--- src/rtl/core/cpf_pkg.sv ---
`default_nettype none
package cpf_pkg;

  localparam logic [7:0]  HEAD_BYTE    = 8'hC0;
  localparam logic [15:0] CRC_INIT     = 16'hFFFF;
  localparam logic [15:0] CRC_POLY     = 16'h8408;
  localparam logic [7:0]  MAX_LEN      = 8'd15;
  localparam logic        OP_START     = 1'b0;
  localparam logic        OP_PAYLOAD   = 1'b1;

  localparam int Q_DEPTH = 2;
  localparam int Q_AW    = $clog2(Q_DEPTH);
  localparam int Q_CW    = $clog2(Q_DEPTH + 1);

  // One entry of work for the back end: up to four bytes, sent from index 0
  // up to last_idx; the final one carries the frame end flag if end_flag is set.
  typedef struct packed {
    logic [3:0][7:0] bytes;
    logic [1:0]      last_idx;
    logic            end_flag;
  } cpf_job_t;

  function automatic logic [15:0] crc_byte(input logic [15:0] crc_in, input logic [7:0] b);
    logic [15:0] c;
    c = crc_in ^ {8'h00, b};
    for (int k = 0; k < 8; k++) begin
      if (c[0]) begin
        c = (c >> 1) ^ CRC_POLY;
      end else begin
        c = c >> 1;
      end
    end
    return c;
  endfunction

endpackage
`default_nettype wire

--- src/rtl/core/cpf_front.sv ---
`default_nettype none
module cpf_front
  import cpf_pkg::*;
(
  input  wire logic       clk,
  input  wire logic       rst_n,
  input  wire logic       acc,
  input  wire logic       operation,
  input  wire logic       write_flag,
  input  wire logic       cmd_crc_enable,
  input  wire logic       data_crc_enable,
  input  wire logic [7:0] payload_length,
  input  wire logic [7:0] payload_byte,
  output logic            push,
  output cpf_job_t        job
);

  logic [15:0] crc_accum_r, crc_accum_nxt;
  logic [3:0]  bytes_left_r, bytes_left_nxt;
  logic        frame_open_r, frame_open_nxt;
  logic        append_crc_r, append_crc_nxt;
  logic [3:0]  len_c;
  logic [7:0]  ctrl_c;
  logic [3:0]  left_dec;

  always_comb begin
    len_c    = (payload_length > MAX_LEN) ? MAX_LEN[3:0] : payload_length[3:0];
    ctrl_c   = {write_flag, cmd_crc_enable, data_crc_enable, 1'b0, len_c};
    left_dec = bytes_left_r - 4'd1;

    crc_accum_nxt  = crc_accum_r;
    bytes_left_nxt = bytes_left_r;
    frame_open_nxt = frame_open_r;
    append_crc_nxt = append_crc_r;
    push           = 1'b0;
    job            = '0;

    if (acc) begin
      if (operation == OP_START) begin
        push           = 1'b1;
        crc_accum_nxt  = crc_byte(CRC_INIT, ctrl_c);
        append_crc_nxt = cmd_crc_enable;
        bytes_left_nxt = len_c;
        frame_open_nxt = 1'b1;
        job.bytes      = {crc_accum_nxt[15:8], crc_accum_nxt[7:0], ctrl_c, HEAD_BYTE};
        job.last_idx   = 2'd1;
        job.end_flag   = 1'b0;
        if (len_c == 4'd0) begin
          frame_open_nxt = 1'b0;
          job.end_flag   = 1'b1;
          if (cmd_crc_enable) begin
            job.last_idx = 2'd3;
          end
        end
      end else if (frame_open_r) begin
        push           = 1'b1;
        crc_accum_nxt  = crc_byte(crc_accum_r, payload_byte);
        bytes_left_nxt = left_dec;
        job.bytes      = {8'h00, crc_accum_nxt[15:8], crc_accum_nxt[7:0], payload_byte};
        job.last_idx   = 2'd0;
        job.end_flag   = 1'b0;
        if (left_dec == 4'd0) begin
          frame_open_nxt = 1'b0;
          job.end_flag   = 1'b1;
          if (append_crc_r) begin
            job.last_idx = 2'd2;
          end
        end
      end
    end
  end

  always_ff @(posedge clk) begin
    if (!rst_n) begin
      crc_accum_r  <= CRC_INIT;
      bytes_left_r <= 4'd0;
      frame_open_r <= 1'b0;
      append_crc_r <= 1'b0;
    end else begin
      crc_accum_r  <= crc_accum_nxt;
      bytes_left_r <= bytes_left_nxt;
      frame_open_r <= frame_open_nxt;
      append_crc_r <= append_crc_nxt;
    end
  end

endmodule
`default_nettype wire

--- src/rtl/core/cpf_queue.sv ---
`default_nettype none
module cpf_queue
  import cpf_pkg::*;
(
  input  wire logic     clk,
  input  wire logic     rst_n,
  input  wire logic     push,
  input  wire cpf_job_t push_job,
  input  wire logic     pop,
  output logic          full,
  output logic          empty,
  output cpf_job_t      head_job
);

  cpf_job_t          mem_r [Q_DEPTH];
  logic [Q_AW-1:0]   wr_ptr_r, rd_ptr_r;
  logic [Q_CW-1:0]   count_r;

  assign full     = (count_r == Q_CW'(Q_DEPTH));
  assign empty    = (count_r == '0);
  assign head_job = mem_r[rd_ptr_r];

  always_ff @(posedge clk) begin
    if (push) begin
      mem_r[wr_ptr_r] <= push_job;
    end
  end

  always_ff @(posedge clk) begin
    if (!rst_n) begin
      wr_ptr_r <= '0;
      rd_ptr_r <= '0;
      count_r  <= '0;
    end else begin
      if (push) begin
        wr_ptr_r <= (wr_ptr_r == Q_AW'(Q_DEPTH - 1)) ? '0 : wr_ptr_r + Q_AW'(1);
      end
      if (pop) begin
        rd_ptr_r <= (rd_ptr_r == Q_AW'(Q_DEPTH - 1)) ? '0 : rd_ptr_r + Q_AW'(1);
      end
      if (push && !pop) begin
        count_r <= count_r + Q_CW'(1);
      end else if (pop && !push) begin
        count_r <= count_r - Q_CW'(1);
      end
    end
  end

endmodule
`default_nettype wire

--- src/rtl/core/cpf_back.sv ---
`default_nettype none
module cpf_back
  import cpf_pkg::*;
(
  input  wire logic       clk,
  input  wire logic       rst_n,
  input  wire logic       head_valid,
  input  wire cpf_job_t   head_job,
  output logic            pop,
  output logic            out_valid,
  input  wire logic       out_ready,
  output logic [7:0]      out_frame_byte,
  output logic            out_frame_end
);

  logic [1:0] idx_r, idx_nxt;
  logic       valid_r, valid_nxt;
  logic [7:0] byte_r;
  logic       end_r;
  logic       load;
  logic       at_last;

  assign load    = head_valid && (!valid_r || out_ready);
  assign at_last = (idx_r == head_job.last_idx);
  assign pop     = load && at_last;

  always_comb begin
    idx_nxt   = idx_r;
    valid_nxt = valid_r;
    if (load) begin
      valid_nxt = 1'b1;
      idx_nxt   = at_last ? 2'd0 : idx_r + 2'd1;
    end else if (out_ready) begin
      valid_nxt = 1'b0;
    end
  end

  always_ff @(posedge clk) begin
    if (!rst_n) begin
      idx_r   <= 2'd0;
      valid_r <= 1'b0;
    end else begin
      idx_r   <= idx_nxt;
      valid_r <= valid_nxt;
    end
  end

  always_ff @(posedge clk) begin
    if (load) begin
      byte_r <= head_job.bytes[idx_r];
      end_r  <= at_last && head_job.end_flag;
    end
  end

  assign out_valid      = valid_r;
  assign out_frame_byte = byte_r;
  assign out_frame_end  = end_r;

endmodule
`default_nettype wire

--- src/rtl/core/control_packet_framer_crc16_unit.sv ---
// An accepted item is written into the queue, then its first byte goes to the output byte
// register. One result byte per cycle while out_ready is high, one to four bytes per item;
// the output byte register is the limit, and a two-entry queue decouples the input.
// Reset (rst_n, synchronous, active low) empties the queue and output, sets the CRC
// to 0xFFFF and closes any open frame.
`default_nettype none
module control_packet_framer_crc16_unit
  import cpf_pkg::*;
(
  input  wire logic       clk,
  input  wire logic       rst_n,
  input  wire logic       in_valid,
  output logic            in_ready,
  input  wire logic       in_operation,
  input  wire logic       in_write_flag,
  input  wire logic       in_cmd_crc_enable,
  input  wire logic       in_data_crc_enable,
  input  wire logic [7:0] in_payload_length,
  input  wire logic [7:0] in_payload_byte,
  output logic            out_valid,
  input  wire logic       out_ready,
  output logic [7:0]      out_frame_byte,
  output logic            out_frame_end
);

  logic     fr_push;
  cpf_job_t fr_job;
  logic     q_pop;
  logic     q_full;
  logic     q_empty;
  cpf_job_t q_head;

  assign in_ready = !q_full;

  cpf_front u_front (
    .clk             (clk),
    .rst_n           (rst_n),
    .acc             (in_valid && in_ready),
    .operation       (in_operation),
    .write_flag      (in_write_flag),
    .cmd_crc_enable  (in_cmd_crc_enable),
    .data_crc_enable (in_data_crc_enable),
    .payload_length  (in_payload_length),
    .payload_byte    (in_payload_byte),
    .push            (fr_push),
    .job             (fr_job)
  );

  cpf_queue u_queue (
    .clk      (clk),
    .rst_n    (rst_n),
    .push     (fr_push),
    .push_job (fr_job),
    .pop      (q_pop),
    .full     (q_full),
    .empty    (q_empty),
    .head_job (q_head)
  );

  cpf_back u_back (
    .clk            (clk),
    .rst_n          (rst_n),
    .head_valid     (!q_empty),
    .head_job       (q_head),
    .pop            (q_pop),
    .out_valid      (out_valid),
    .out_ready      (out_ready),
    .out_frame_byte (out_frame_byte),
    .out_frame_end  (out_frame_end)
  );

  a_no_push_full: assert property (@(posedge clk) disable iff (!rst_n)
    fr_push |-> !q_full)
    else $error("item pushed into a full queue");

  a_no_pop_empty: assert property (@(posedge clk) disable iff (!rst_n)
    q_pop |-> !q_empty)
    else $error("queue popped while empty");

  a_full_empty_excl: assert property (@(posedge clk) disable iff (!rst_n)
    !(q_full && q_empty))
    else $error("queue full and empty at once");

  a_end_drains: assert property (@(posedge clk) disable iff (!rst_n)
    (q_pop && !fr_push && q_head.end_flag && !q_full) |=> !q_full)
    else $error("queue full after draining a closing item");

endmodule
`default_nettype wire

--- config.mk ---
export PLATFORM = sky130hd
export DESIGN_NAME = control_packet_framer_crc16_unit
export DESIGN_NICKNAME = d
export VERILOG_FILES = /design/src/rtl/core/cpf_pkg.sv /design/src/rtl/core/cpf_front.sv /design/src/rtl/core/cpf_queue.sv /design/src/rtl/core/cpf_back.sv /design/src/rtl/core/control_packet_framer_crc16_unit.sv
export SDC_FILE = /design/constraint.sdc
export NUM_CORES = 1
export LEC_CHECK = 0
export BUFFER_PORTS_ARGS = -buffer_cell sky130_fd_sc_hd__buf_2
export CAP_MARGIN = 20
export CORE_UTILIZATION = 40
export DETAILED_ROUTE_END_ITERATION = 10
export PLACE_DENSITY = 0.55
export SYNTH_ARGS = -nofsm -noshare
export SYNTH_HDL_FRONTEND = slang
export SYNTH_SLANG_ARGS = --single-unit
--- constraint.sdc ---
create_clock -name clk -period 3.01 [get_ports clk]
set_clock_uncertainty 0.05 [all_clocks]
set_input_delay 0.602 -clock clk [delete_from_list [all_inputs] [get_ports clk]]
set_output_delay 0.602 -clock clk [all_outputs]
set_load 0.005 [all_outputs]
==> flow_summary.ini <==
[floorplanning]
die_w_um = 114
chipHeight_um = 114
ios = 35
row_count = 40
initial_core_util = 0.415
dieArea_sq_um = 13000
coreArea_sq_um = 12100

[place]
port_buffers = 34
placed_cell_area_sq_um = 5450
dp_hpwl_um = 8110
gp_congestion = 0.902

[sta]
finalSetupTns_ps = 0
finalCriticalPeriod_ps = 2330
fmax_ghz = 0.429
drv_slew = 0
setup_viol = 0
slew_headroom = 0.576
tightestPinTransition_ps = 631
hold_viol = 0
rsz0062_at_grt = false
timing.final.crit_share = 0.774
whs_ps = 436

[setup_path]
slowest_delay_ps = 420
reg2reg_depth = 7
worstSetupPathType = reg -> reg
worstReg2RegEnd = u_queue.count_r[1]
startpoint_type = flip-flop
crit_path_cell_trace = mux2i_1 -> xor2_1 -> nor4b_4 -> inv_1 -> ha_1 -> or3_1 -> a21oi_1
required_ps = 3230
slowest_stage = dfxtp_1
critPathCaptureType = flip-flop
rrSetupSlack_ps = 680
path_max_fanout = 5
worstPathArrival_ps = 2550

[power_and_ir_drop]
swShare = 0.310
p_sw_uw = 1450
power.density_nw_per_um2 = 818
clkPwrFrac = 0.229
p_int_uw = 3230
cellLeakagePower_uw = 0.00197
p_comb_frac = 0.323
p_seq_frac = 0.448
vdd_drop_max_mv = 0.399
power_uw = 4670

[drt]
vias = 3254
drt-initial-drc-count = 284
wl_per_cell_um = 19.2
drc = 0
drtPass1Iterations = 5
drt_wl_total_um = 11600
viasPerCell = 5.38
ant_nets = 0

[cts]
cts_tree = built
cts.reportedPaths.clkPinSlew_ps = 70
htree_levels = 3
ctsResizeCount = 0
postCtsSetupBuffers = 0
cts_buffer_depth = 2
numCtsBuffers = 9
ctsHoldBuffers = 0
cts-root-buf = clkbuf_16
cts_num_sinks = 109
insertion_delay_ps = 350

[job]
maxCapViolations = 0

[synthesis]
synth_seq_cells = 109
netlist_area_sq_um = 5030
synthArstFlopShare = 0
ys_top_cells_by_area = edfxtp_1 (47%), dfxtp_1 (12%), mux4_2 (7.2%), xnor2_1 (4.2%), mux2_2 (2.5%)
synth_edf_count = 79
synth.net_count = 417
synth.top_cell.area_share = 0.472
yosys_warnings = 0
synth_top_area_cell = edfxtp_1
netlist_instances = 390
synth_cell_types = 47
synth_area_per_cell_sq_um = 12.9
ys.flop_type = edfxtp_1
synth-seq-area-share = 0.591

[layout]
final_common_cell = edfxtp_1
layout_common_cells = edfxtp_1 (79), buf_2 (34), dfxtp_1 (30)
fin_nets = 459
syn_to_final_growth_pct = 13.5
drive_gt1_frac = 0.224
n_fill_cell = 1143
seqCellArea_sq_um = 2970
finish.instance_area_sq_um = 5710
multi_input_area_sq_um = 1930
antenna_cells = 0

[status]
outcome = finished clean

[min_path]
min_path_type = reg -> reg
min_to = u_queue.rd_ptr_r
hold_path_depth = 2
hp-start = u_queue.rd_ptr_r

[grt]
grt_first_pass_wirelength_um = 18300
overflow = 0
grt_pass1_vias = 3191
antenna_found_initial = 0
grt_usage = 0.194
grt_max_degree = 36
layout make-up:
type	instances	share of cell area
Sequential cell	109	0.521
Multi-Input combinational cell	251	0.338
Timing Repair Buffer	52	0.0535
Clock buffer	14	0.0427
Tap cell	168	0.0368
Inverter	9	0.00592
Clock inverter	2	0.00219
critical path: cells and delay by family (launching register included):
kind	cells	cell delay (ps)
AOI/OAI and AO/OA	1	140
muxes	1	250
DFF	1	420
xor gates and xnor gates	1	220
buffers and inverters	1	100
adders and majority gates	1	320
and+or+nand+nor	2	750
routing by layer:
metal  share of wire  wire, um  track usage
met3           0.038       443       0.0270
met2            0.44      5150        0.287
met5               0         0            0
met4           0.019       226       0.0857
met1            0.50      5790        0.286
flip-flops by register name (all words and copies together), names as in the netlist, named ones only:
register / cells
u_back.out_frame_byte: 8
u_front.append_crc_r: 1
u_queue.rd_ptr_r: 1
u_queue.count_r: 2
u_front.frame_open_r: 1
u_queue.wr_ptr_r: 1
u_queue.mem_r: 70
u_front.crc_accum_r: 16
u_back.idx_r: 2
u_front.bytes_left_r: 4
u_back.out_valid: 1
u_back.out_frame_end: 1
power by group through the flow:
stage | registers (uW) | clock network, uW | logic [uW]
final | 2090 | 1070 | 1510
after floorplan | 2110 | 0 | 1070
after detailed placement | 2130 | 0 | 1520
after global placement | 2110 | 0 | 1520
after CTS | 2090 | 1100 | 1530
after global routing | 2120 | 1150 | 1650
how the worst max path moves through the flow:
stage                              start              endpoint  slack (ps)  cells after the start
detailed placement  in_payload_length[6]   u_queue.mem_r[0][2]         440                      5
CTS                            flip-flop    u_queue.count_r[1]         660                      7
floorplan             u_queue.count_r[0]   u_queue.mem_r[0][0]          70                      5
global route                   flip-flop    u_queue.count_r[1]         500                      8
global placement      in_payload_byte[2]  u_queue.mem_r[0][20]         500                      5
finish                         flip-flop    u_queue.count_r[1]         680                      7
cells by family (layout without fill, tap and decap cells):
kind of cell,count (synthesis),count (layout),share of synthesized area
buf+inv,30,77,0.0264
mux,36,36,0.114
flops,109,109,0.591
simple gates,113,113,0.120
compound gates,63,63,0.0786
fa+ha+maj,3,3,0.00746
xor+xnor,36,36,0.0627
synthesized netlist by cell type (2+ instances only):
master    instances
a21oi_1          23
a311oi_1          2
a31oi_1           7
and2_1            9
and3_1            3
buf_2            10
clkbuf_1         10
dfxtp_1          30
edfxtp_1         79
ha_1              3
inv_1             8
mux2_2           11
mux2i_1           9
mux4_2           16
nand2_1          17
nand2b_1          9
nand3_1           7
nor2_1           30
nor2b_1           4
nor3_1           19
nor3b_1           4
nor4_1            2
nor4b_4           2
o21a_1            2
o21ai_0           8
o22ai_1           7
o32ai_1           2
or3_1             4
xnor2_1          24
xor2_1           12
metrics by stage:
| stage | setup slack, ps | utilization | cells |
|---|---|---|---|
| floorplan | 69.4 | - | 390 |
| global placement | 496 | 0.450 | 589 |
| detailed placement | 441 | 0.450 | 589 |
| CTS | 655 | 0.471 | 605 |
| global route | 502 | 0.471 | 605 |
| finish | 680 | 0.471 | 605 |
Power figures use the tool's default switching activity.
